### src/rtl/core/eht_pkg.sv
`default_nettype none
package eht_pkg;

  // Table geometry
  localparam int SLOTS   = 8;
  localparam int SLOT_IW = (SLOTS > 1) ? $clog2(SLOTS) : 1;
  localparam int CNT_W   = $clog2(SLOTS + 1);

  localparam int ADDR_W = 48;
  localparam int TIME_W = 63;
  localparam int TMO_W  = 32;

  localparam logic [TMO_W-1:0] TIMEOUT_RST = 32'd30000000;

  // func codes
  localparam logic [1:0] FUNC_FRAME   = 2'd0;
  localparam logic [1:0] FUNC_CLEANUP = 2'd1;
  localparam logic [1:0] FUNC_CLEAR   = 2'd2;

  // event codes
  localparam logic [2:0] EV_IGNORED  = 3'd0;
  localparam logic [2:0] EV_TRACKED  = 3'd1;
  localparam logic [2:0] EV_ARMED    = 3'd2;
  localparam logic [2:0] EV_COMPLETE = 3'd3;
  localparam logic [2:0] EV_CLEANUP  = 3'd4;
  localparam logic [2:0] EV_CLEARED  = 3'd5;

  // key information bits
  localparam logic [15:0] KF_PAIRWISE = 16'h0008;
  localparam logic [15:0] KF_INSTALL  = 16'h0040;
  localparam logic [15:0] KF_ACK      = 16'h0080;
  localparam logic [15:0] KF_MIC      = 16'h0100;

  localparam logic [7:0] DS_TO    = 8'h01;
  localparam logic [7:0] DS_FROM  = 8'h02;
  localparam logic [7:0] KIND_KEY = 8'd3;

  typedef struct packed {
    logic [1:0]        func;
    logic [7:0]        frame_flags;
    logic [ADDR_W-1:0] addr_one;
    logic [ADDR_W-1:0] addr_two;
    logic [ADDR_W-1:0] ap_id;
    logic [7:0]        eapol_kind;
    logic [15:0]       key_flags;
    logic              long_enough;
    logic              authorized;
    logic [TIME_W-1:0] now_us;
  } eht_in_t;

  typedef struct packed {
    logic [2:0]        event_res;
    logic [2:0]        slot;
    logic [ADDR_W-1:0] client_id;
    logic [3:0]        stale_count;
    logic [3:0]        active_count;
  } eht_out_t;

  // Lookup key broadcast to every cell
  typedef struct packed {
    logic [ADDR_W-1:0] ap;
    logic [ADDR_W-1:0] client;
    logic [TIME_W-1:0] now;
    logic [TMO_W-1:0]  timeout;
  } eht_qry_t;

  // Partial scan result handed from cell to cell
  typedef struct packed {
    logic               match_found;
    logic [SLOT_IW-1:0] match_idx;
    logic               match_armed;
    logic               have_free;
    logic [SLOT_IW-1:0] free_idx;
    logic               best_set;
    logic [SLOT_IW-1:0] best_idx;
    logic [TIME_W-1:0]  best_time;
    logic               best_armed;
    logic [3:0]         stale_cnt;
    logic [CNT_W-1:0]   armed_all;
    logic [CNT_W-1:0]   armed_keep;
  } eht_acc_t;

  localparam eht_acc_t ACC_INIT = '0;

  typedef enum logic [1:0] {
    CMD_NONE,
    CMD_WRITE,
    CMD_CLEANUP,
    CMD_CLEAR
  } eht_cmd_e;

  typedef struct packed {
    eht_cmd_e           kind;
    logic [SLOT_IW-1:0] idx;
    logic               alloc;
    logic               armed;
    logic               stamp;
  } eht_cmd_t;

  typedef enum logic [1:0] {
    ST_IDLE,
    ST_SCAN,
    ST_UPDATE
  } eht_state_e;

  // Slot index masked to the three bits of the result field
  function automatic logic [2:0] slot3(input logic [SLOT_IW-1:0] idx);
    logic [SLOT_IW+2:0] w;
    w = {3'b000, idx};
    return w[2:0];
  endfunction

  // Saturate a slot count at 15
  function automatic logic [3:0] sat15(input logic [CNT_W-1:0] n);
    logic [CNT_W+3:0] w;
    w = {4'b0000, n};
    if (w > (CNT_W+4)'(15)) begin
      return 4'd15;
    end
    return w[3:0];
  endfunction

endpackage
`default_nettype wire

### src/rtl/core/eht_cell.sv
`default_nettype none
module eht_cell
  import eht_pkg::*;
(
  input  logic               clk_i,
  input  logic               rst_ni,
  input  logic [SLOT_IW-1:0] cell_idx_i,
  input  eht_qry_t           qry_i,
  input  eht_cmd_t           cmd_i,
  input  eht_acc_t           acc_i,
  output eht_acc_t           acc_o
);

  logic              valid_q, valid_d;
  logic              armed_q, armed_d;
  logic [ADDR_W-1:0] ap_q;
  logic [ADDR_W-1:0] client_q;
  logic [TIME_W-1:0] time_q;
  eht_acc_t          acc_q, acc_d;

  logic              hit;
  logic              stale;
  logic              sel;
  logic [TIME_W-1:0] age;

  // Pair match and staleness of this slot
  assign hit   = valid_q && (ap_q == qry_i.ap) && (client_q == qry_i.client);
  assign age   = qry_i.now - time_q;
  assign stale = valid_q && (qry_i.now > time_q) &&
                 (age > {{(TIME_W-TMO_W){1'b0}}, qry_i.timeout});
  assign sel   = (cmd_i.idx == cell_idx_i);

  // Fold this slot into the travelling scan result
  always_comb begin
    acc_d = acc_i;
    if (hit && !acc_i.match_found) begin
      acc_d.match_found = 1'b1;
      acc_d.match_idx   = cell_idx_i;
      acc_d.match_armed = armed_q;
    end
    if (!valid_q) begin
      acc_d.have_free = 1'b1;
      acc_d.free_idx  = cell_idx_i;
    end else if (!acc_i.have_free && (!acc_i.best_set || time_q < acc_i.best_time)) begin
      acc_d.best_set   = 1'b1;
      acc_d.best_idx   = cell_idx_i;
      acc_d.best_time  = time_q;
      acc_d.best_armed = armed_q;
    end
    if (stale && acc_i.stale_cnt != 4'd15) begin
      acc_d.stale_cnt = acc_i.stale_cnt + 4'd1;
    end
    if (valid_q && armed_q) begin
      acc_d.armed_all = acc_i.armed_all + CNT_W'(1);
      if (!stale) begin
        acc_d.armed_keep = acc_i.armed_keep + CNT_W'(1);
      end
    end
  end

  always_ff @(posedge clk_i) begin
    acc_q <= acc_d;
  end

  assign acc_o = acc_q;

  // Slot flags
  always_comb begin
    valid_d = valid_q;
    armed_d = armed_q;
    unique case (cmd_i.kind)
      CMD_CLEAR: begin
        valid_d = 1'b0;
        armed_d = 1'b0;
      end
      CMD_CLEANUP: begin
        if (stale) begin
          valid_d = 1'b0;
          armed_d = 1'b0;
        end
      end
      CMD_WRITE: begin
        if (sel) begin
          if (cmd_i.alloc) begin
            valid_d = 1'b1;
          end
          armed_d = cmd_i.armed;
        end
      end
      CMD_NONE: begin
      end
      default: begin
      end
    endcase
  end

  always_ff @(posedge clk_i or negedge rst_ni) begin
    if (!rst_ni) begin
      valid_q <= 1'b0;
      armed_q <= 1'b0;
    end else begin
      valid_q <= valid_d;
      armed_q <= armed_d;
    end
  end

  // Slot payload, only read while the slot is valid
  always_ff @(posedge clk_i) begin
    if (cmd_i.kind == CMD_WRITE && sel) begin
      if (cmd_i.alloc) begin
        ap_q     <= qry_i.ap;
        client_q <= qry_i.client;
      end
      if (cmd_i.stamp) begin
        time_q <= qry_i.now;
      end
    end
  end

endmodule
`default_nettype wire

### src/rtl/core/eht_ctrl.sv
`default_nettype none
module eht_ctrl
  import eht_pkg::*;
(
  input  logic        clk_i,
  input  logic        rst_ni,
  input  logic        cfg_we_i,
  input  logic [31:0] cfg_wdata_i,
  input  logic        in_valid_i,
  output logic        in_ready_o,
  input  eht_in_t     in_data_i,
  output logic        out_valid_o,
  input  logic        out_ready_i,
  output eht_out_t    out_data_o,
  input  eht_acc_t    acc_i,
  output eht_qry_t    qry_o,
  output eht_cmd_t    cmd_o
);

  localparam logic [SLOT_IW-1:0] CNT_LAST = SLOT_IW'(SLOTS - 1);

  eht_state_e         state_q, state_d;
  logic [SLOT_IW-1:0] cnt_q, cnt_d;
  logic [TMO_W-1:0]   timeout_q;
  eht_in_t            item_q;
  logic               out_valid_q;
  eht_out_t           out_data_q;

  logic               in_fire;
  logic               out_free;
  logic               to_ds, from_ds;
  logic               mic, ack, inst;
  logic               track;
  logic [ADDR_W-1:0]  client;
  logic [SLOT_IW-1:0] chosen;
  logic               cur_armed;
  logic               eff_armed;
  logic               new_armed;
  logic               stamp;
  logic [CNT_W-1:0]   frame_cnt;
  eht_cmd_e           cmd_kind;
  eht_out_t           res;

  assign in_fire  = in_valid_i && in_ready_o;
  assign out_free = !out_valid_q || out_ready_i;

  // Timeout register
  always_ff @(posedge clk_i or negedge rst_ni) begin
    if (!rst_ni) begin
      timeout_q <= TIMEOUT_RST;
    end else if (cfg_we_i) begin
      timeout_q <= cfg_wdata_i;
    end
  end

  // Captured transaction
  always_ff @(posedge clk_i) begin
    if (in_fire) begin
      item_q <= in_data_i;
    end
  end

  // Frame decode
  assign to_ds   = (item_q.frame_flags & DS_TO) != 8'd0;
  assign from_ds = (item_q.frame_flags & DS_FROM) != 8'd0;
  assign mic     = (item_q.key_flags & KF_MIC) != 16'd0;
  assign ack     = (item_q.key_flags & KF_ACK) != 16'd0;
  assign inst    = (item_q.key_flags & KF_INSTALL) != 16'd0;
  assign track   = item_q.authorized && item_q.long_enough && (to_ds != from_ds) &&
                   (item_q.eapol_kind == KIND_KEY) &&
                   ((item_q.key_flags & KF_PAIRWISE) != 16'd0);
  assign client  = to_ds ? item_q.addr_two : item_q.addr_one;

  assign qry_o.ap      = item_q.ap_id;
  assign qry_o.client  = client;
  assign qry_o.now     = item_q.now_us;
  assign qry_o.timeout = timeout_q;

  // Slot choice from the finished scan
  always_comb begin
    if (acc_i.match_found) begin
      chosen    = acc_i.match_idx;
      cur_armed = acc_i.match_armed;
      eff_armed = acc_i.match_armed;
    end else if (acc_i.have_free) begin
      chosen    = acc_i.free_idx;
      cur_armed = 1'b0;
      eff_armed = 1'b0;
    end else begin
      chosen    = acc_i.best_idx;
      cur_armed = acc_i.best_armed;
      eff_armed = 1'b0;
    end
  end

  // Result and table command
  always_comb begin
    res       = '0;
    cmd_kind  = CMD_NONE;
    new_armed = eff_armed;
    stamp     = !acc_i.match_found;
    res.active_count = sat15(acc_i.armed_all);
    priority if (!mic && ack) begin
      new_armed = 1'b1;
      stamp     = 1'b1;
    end else if (mic && !inst && !ack && eff_armed) begin
      new_armed = 1'b0;
      stamp     = 1'b1;
    end else begin
      // other key frames keep the slot as found
    end
    frame_cnt = acc_i.armed_all - CNT_W'(cur_armed) + CNT_W'(new_armed);
    unique case (item_q.func)
      FUNC_FRAME: begin
        if (track) begin
          cmd_kind = CMD_WRITE;
          res.slot      = slot3(chosen);
          res.client_id = client;
          res.active_count = sat15(frame_cnt);
          priority if (!mic && ack) begin
            res.event_res = EV_ARMED;
          end else if (mic && !inst && !ack && eff_armed) begin
            res.event_res = EV_COMPLETE;
          end else begin
            res.event_res = EV_TRACKED;
          end
        end
      end
      FUNC_CLEANUP: begin
        cmd_kind         = CMD_CLEANUP;
        res.event_res    = EV_CLEANUP;
        res.stale_count  = acc_i.stale_cnt;
        res.active_count = sat15(acc_i.armed_keep);
      end
      FUNC_CLEAR: begin
        cmd_kind         = CMD_CLEAR;
        res.event_res    = EV_CLEARED;
        res.active_count = 4'd0;
      end
      default: begin
      end
    endcase
  end

  // Next state
  always_comb begin
    state_d = state_q;
    cnt_d   = cnt_q;
    unique case (state_q)
      ST_IDLE: begin
        cnt_d = '0;
        if (in_valid_i) begin
          state_d = ST_SCAN;
        end
      end
      ST_SCAN: begin
        cnt_d = cnt_q + SLOT_IW'(1);
        if (cnt_q == CNT_LAST) begin
          state_d = ST_UPDATE;
        end
      end
      ST_UPDATE: begin
        if (out_free) begin
          state_d = ST_IDLE;
        end
      end
      default: begin
        state_d = ST_IDLE;
      end
    endcase
  end

  // State outputs
  always_comb begin
    in_ready_o  = 1'b0;
    cmd_o.kind  = CMD_NONE;
    cmd_o.idx   = chosen;
    cmd_o.alloc = !acc_i.match_found;
    cmd_o.armed = new_armed;
    cmd_o.stamp = stamp;
    unique case (state_q)
      ST_IDLE: begin
        in_ready_o = 1'b1;
      end
      ST_SCAN: begin
      end
      ST_UPDATE: begin
        if (out_free) begin
          cmd_o.kind = cmd_kind;
        end
      end
      default: begin
      end
    endcase
  end

  always_ff @(posedge clk_i or negedge rst_ni) begin
    if (!rst_ni) begin
      state_q <= ST_IDLE;
      cnt_q   <= '0;
    end else begin
      state_q <= state_d;
      cnt_q   <= cnt_d;
    end
  end

  // Output register
  always_ff @(posedge clk_i or negedge rst_ni) begin
    if (!rst_ni) begin
      out_valid_q <= 1'b0;
    end else if (state_q == ST_UPDATE && out_free) begin
      out_valid_q <= 1'b1;
    end else if (out_ready_i) begin
      out_valid_q <= 1'b0;
    end
  end

  always_ff @(posedge clk_i) begin
    if (state_q == ST_UPDATE && out_free) begin
      out_data_q <= res;
    end
  end

  assign out_valid_o = out_valid_q;
  assign out_data_o  = out_data_q;

endmodule
`default_nettype wire

### src/rtl/core/eapol_handshake_pair_tracker.sv
// Handshake pair tracker: a row of SLOTS table cells, each holding one
// access-point/client pair, with a controller in front. A transaction is taken
// when the block is idle; a lookup record then travels down the cell row one
// cell per cycle. A transaction passes through an accept step, a scan of the
// cell row and an update step that waits for the output register to be free,
// before its result lands in the output register. The next transaction may be
// accepted while that result still waits. The table flags are cleared directly
// by reset, with no clearing pass; the stale timeout may be rewritten at any
// idle time through cfg_we_i / cfg_wdata_i.
`default_nettype none
module eapol_handshake_pair_tracker
  import eht_pkg::*;
(
  input  logic        clk_i,
  input  logic        rst_ni,
  input  logic        cfg_we_i,
  input  logic [31:0] cfg_wdata_i,
  input  logic        in_valid_i,
  output logic        in_ready_o,
  input  eht_in_t     in_data_i,
  output logic        out_valid_o,
  input  logic        out_ready_i,
  output eht_out_t    out_data_o
);

  eht_acc_t acc_chain [SLOTS+1];
  eht_qry_t qry;
  eht_cmd_t cmd;

  assign acc_chain[0] = ACC_INIT;

  eht_ctrl u_ctrl (
    .clk_i       (clk_i),
    .rst_ni      (rst_ni),
    .cfg_we_i    (cfg_we_i),
    .cfg_wdata_i (cfg_wdata_i),
    .in_valid_i  (in_valid_i),
    .in_ready_o  (in_ready_o),
    .in_data_i   (in_data_i),
    .out_valid_o (out_valid_o),
    .out_ready_i (out_ready_i),
    .out_data_o  (out_data_o),
    .acc_i       (acc_chain[SLOTS]),
    .qry_o       (qry),
    .cmd_o       (cmd)
  );

  // Cell row
  for (genvar i = 0; i < SLOTS; i++) begin : g_cell
    eht_cell u_cell (
      .clk_i      (clk_i),
      .rst_ni     (rst_ni),
      .cell_idx_i (SLOT_IW'(i)),
      .qry_i      (qry),
      .cmd_i      (cmd),
      .acc_i      (acc_chain[i]),
      .acc_o      (acc_chain[i+1])
    );
  end

endmodule
`default_nettype wire

### config.mk
export PLATFORM = sky130hd
export DESIGN_NAME = eapol_handshake_pair_tracker
export DESIGN_NICKNAME = d
export VERILOG_FILES = /design/src/rtl/core/eht_pkg.sv /design/src/rtl/core/eht_cell.sv /design/src/rtl/core/eht_ctrl.sv /design/src/rtl/core/eapol_handshake_pair_tracker.sv
export SDC_FILE = /design/constraint.sdc
export NUM_CORES = 2
export LEC_CHECK = 0
export BUFFER_PORTS_ARGS = -buffer_cell sky130_fd_sc_hd__buf_4
export CAP_MARGIN = 20
export CORE_MARGIN = 1
export CORE_UTILIZATION = 38
export CTS_BUF_LIST = sky130_fd_sc_hd__clkbuf_8
export CTS_CLUSTER_DIAMETER = 30
export CTS_CLUSTER_SIZE = 8
export DETAILED_ROUTE_END_ITERATION = 8
export SETUP_SLACK_MARGIN = 0.15
export SYNTH_ARGS = -nofsm -noshare
export SYNTH_HDL_FRONTEND = slang
export SYNTH_HIERARCHICAL = 1
export SYNTH_SLANG_ARGS = --single-unit
### constraint.sdc
create_clock -name clk_i -period 8.3 [get_ports clk_i]
set_input_delay 1.245 -clock clk_i [delete_from_list [all_inputs] [get_ports clk_i]]
set_output_delay 1.245 -clock clk_i [all_outputs]
set_load 0.005 [all_outputs]
==> summary.txt <==
=================================================================================
Final GP Congestion ................................................        0.965
Nets ...............................................................        16000
Internal power component ...........................................     0.0237 W
Number of antenna violations at the first check in global routing ..           31
Total standard cell area after synthesis ...........................   138000 µm²
Maximum fanout encountered on the critical timing path .............            9
Post-cts sizing count ..............................................            0
Clock-pin slew on the worst setup and hold paths ...................      0.06 ns
Number of standard cells after synthesis ...........................        13500
Number of buffers added for setup after CTS ........................            0
Ports placed on the boundary .......................................          344
Post-route antenna net violation count .............................            0
H-tree levels ......................................................            6
Longest individual stage delay on the worst path ...................      0.96 ns
Detailed-placement wirelength estimate .............................       370 mm
Number of global-route vias before repair ..........................       105000
Peak VDD IR ........................................................     0.172 mV
Via count normalized by instance count .............................         5.40
Number of cells traversed by the worst hold path ...................            1
Cts-stage hold buffer count ........................................            1
Net switching fraction of the power ................................        0.324
Buffer type at the clock tree root ................................. sky130_fd_sc_hd__clkbuf_8
DRC ................................................................            0
Source-to-sink clock delay at the later pin of the worst-skew pair .      1.14 ns
Clock tree skew after final layout .................................    0.0607 ns
Proportion of power drawn by the clock network .....................        0.389
Area Growth Syn to Fin .............................................        14.7%
Average wire per cell in the routed design .........................      23.7 µm
Combinational fraction of design power .............................        0.239
Required time at the worst-slack endpoint ..........................      9.28 ns
Floorplan core area ................................................   362000 µm²
Final hold violation count .........................................            0
Arrival time worst endpoint ........................................      8.54 ns
Deepest clock path buffer count ....................................            4
Clock Sink Count ...................................................         2261
Total via count after detailed routing .............................       106000
Total die area .....................................................   366000 µm²
Outcome ............................................................    completed
Final setup violating endpoints ....................................            0
Total Routed Length ................................................       465 mm
Class of the tightest hold or removal check ........................    in -> reg
P per Cell Area ....................................................   221 nW/µm²
CTS tree ...........................................................          yes
IO Port Bufs .......................................................          325
Initial Utilization ................................................        0.382
MaxCap Viol Count ..................................................            0
Fill cells .........................................................        34700
Mean cell area of the mapped netlist ...............................     10.2 µm²
Largest net degree at the start of global routing ..................          129
Number of DRC markers in iteration 0 ...............................         8955
CP max-delay cell .................................................. sky130_fd_sc_hd__edfxtp_1
Unrepaired setup endpoints after global routing ....................        false
Post-layout worst setup margin .....................................     0.744 ns
Share of total power in sequential cells ...........................        0.372
Total negative slack for setup checks ..............................         0 ns
First drt pass iteration count .....................................            6
Sw Pwr .............................................................     0.0114 W
Number of warning messages in the yosys log ........................            6
Clock buffer count from CTS ........................................          520
Cells on worst reg2reg path ........................................           22
Endpoint type of the worst setup path ..............................    flip-flop
Critical Path Source Type ..........................................    flip-flop
Aggregate global routing overflow ..................................            0
Achievable frequency ...............................................      132 MHz
First-pass GRT wire length .........................................       666 mm
CP Cell Sequence ................................................... buf_4, ha_1, and3_1, a221oi_4, o221ai_1, a21o_1, a21boi_1, nor2_1, nor2_1, xnor2_1, ha_1, a21o_1, a21oi_1, nor2b_1, o21ai_0, nand2_1, or4_1, a21oi_1, and4_1, nand4_1, o211ai_1, mux2_1
Share of post-route cells with drive strength above 1 ..............        0.119
Relative slew margins ..............................................        0.130
GRT Util Overall ...................................................        0.245
Actual slew at the worst max-slew pin ..............................      1.29 ns
Vertical die dimension .............................................       605 µm
Post-Place Worst Slack .............................................     0.940 ns
Number of rows in the core area ....................................          221
Die width ..........................................................       605 µm
Final max-slew violation count .....................................            0
Static leakage .....................................................      65.7 nW
Shortest clock period the worst path allows after layout ...........      7.56 ns
Part of the cycle the worst path needs .............................        0.910
Startpoint-to-endpoint class of the critical path ..................   reg -> reg
=================================================================================
[area by class of cell]
cell class / instances / area [µm²] / share of cell area
Multi-Input combinational cell: 9401 / 69700 / 0.440
Sequential cell: 2261 / 61200 / 0.386
Clock buffer: 553 / 7610 / 0.0480
Inverter: 1671 / 6270 / 0.0396
Tap cell: 4794 / 6000 / 0.0378
Timing Repair Buffer: 540 / 4080 / 0.0257
Clock inverter: 398 / 3750 / 0.0237
Antenna cell: 7 / 17.5 / 0.000110
[power by group through the flow]
stage / combinational (W) / sequential (W) / clock (W)
floorplan: 0.00548 / 0.0131 / 0
global placement: 0.00821 / 0.0133 / 0
detailed placement: 0.00823 / 0.0133 / 0
CTS: 0.00828 / 0.0130 / 0.0140
global route: 0.00909 / 0.0131 / 0.0145
finish: 0.00839 / 0.0131 / 0.0136
[metal layers]
metal  track usage  wire length (µm)
met5             0                 0
met4         0.121             24400
met3        0.0295             26900
met2         0.379            203000
met1         0.337            211000
[state kept, by name (all words and copies together), names as in the netlist]
signal and cells:
u_ctrl/ack 1, u_ctrl/from_ds 1, u_ctrl/out_data_o 62, g_cell.u_cell/client_q 384, u_ctrl/inst 1, u_ctrl/timeout_q 32
g_cell.u_cell/ap_q 384, u_ctrl/cnt_q 3, g_cell.u_cell/acc_o 648, g_cell.u_cell/valid_q 8, u_ctrl/state_q 2, u_ctrl/item_q 111
g_cell.u_cell/armed_q 8, u_ctrl/out_valid_o 1, u_ctrl/qry_o 111, g_cell.u_cell/time_q 504
[placed cells by master, fill, tap and decap left out, drive strengths merged, types with 45 or more instances in the layout]
cell type and n:
a31oi 65, and3 92, o22ai 89, clkbuf 553, nor4 206, clkinv 148
nor2b 101, o21bai 64, o221ai 45, nand4 433, ha 1289, o31ai 46
mux2 226, inv 1802, nor3 220, a211oi 101, buf 539, clkinvlp 58
edfxtp 1559, bufinv 61, or3 80, mux2i 473, o21a 97, o21ai 625
nand2b 126, nand2 804, xor2 527, o211ai 106, a2111oi 52, and2 53
nand3 237, conb 213, a221oi 107, dfxtp 648, o2bb2ai 53, a21oi 963
nor2 578, xnor2 427, a21o 409
[worst paths after layout]
kind / from / endpoint / slack [ns]
max: u_ctrl/qry_o[37]$_DFFE_PP_ / g_cell[3].u_cell/acc_o[10]$_DFF_P_ / 0.74
min: in_data_i[230] / u_ctrl/item_q[230]$_DFFE_PP_ / 0.28
max reg2reg: u_ctrl/qry_o[37]$_DFFE_PP_ / g_cell[3].u_cell/acc_o[10]$_DFF_P_ / 0.74
min reg2reg: g_cell[6].u_cell/acc_o[3]$_DFF_P_ / g_cell[7].u_cell/acc_o[3]$_DFF_P_ / 0.42
max in group asynchronous: rst_ni / g_cell[4].u_cell/armed_q$_DFFE_PN0P_ / 6.64
min in group asynchronous: rst_ni / u_ctrl/timeout_q[13]$_DFFE_PN0P_ / 0.58
[through the flow]
| step | util | total power [W] | instance area (µm²) | cells | hold slack, ns |
|---|---|---|---|---|---|
| 4_1_cts | 0.438 | 0.0353 | 159000 | 19600 | 0.140 |
| 6_report | 0.438 | 0.0351 | 159000 | 19600 | 0.281 |
| 5_1_grt | 0.438 | 0.0366 | 159000 | 19600 | 0.196 |
| 3_5_place_dp | 0.406 | 0.0215 | 147000 | 18700 | 0.416 |
| 2_1_floorplan | - | 0.0186 | 139000 | 13700 | 0.392 |
| 3_3_place_gp | 0.406 | 0.0215 | 147000 | 18700 | 0.411 |
[worst max-delay path, delay by kind of cell (launching register included)]
| kind | cells | cell delay [ns] |
|---|---|---|
| AO/OA/AOI/OAI | 9 | 3.17 |
| XOR/XNOR | 1 | 0.14 |
| adder cells (fa/ha/maj) | 2 | 0.59 |
| buffers and inverters | 1 | 0.29 |
| flip-flops | 1 | 0.96 |
| multiplexers | 1 | 0.35 |
| AND/OR/NAND/NOR | 8 | 1.89 |
(Power assumes the default switching activity.)
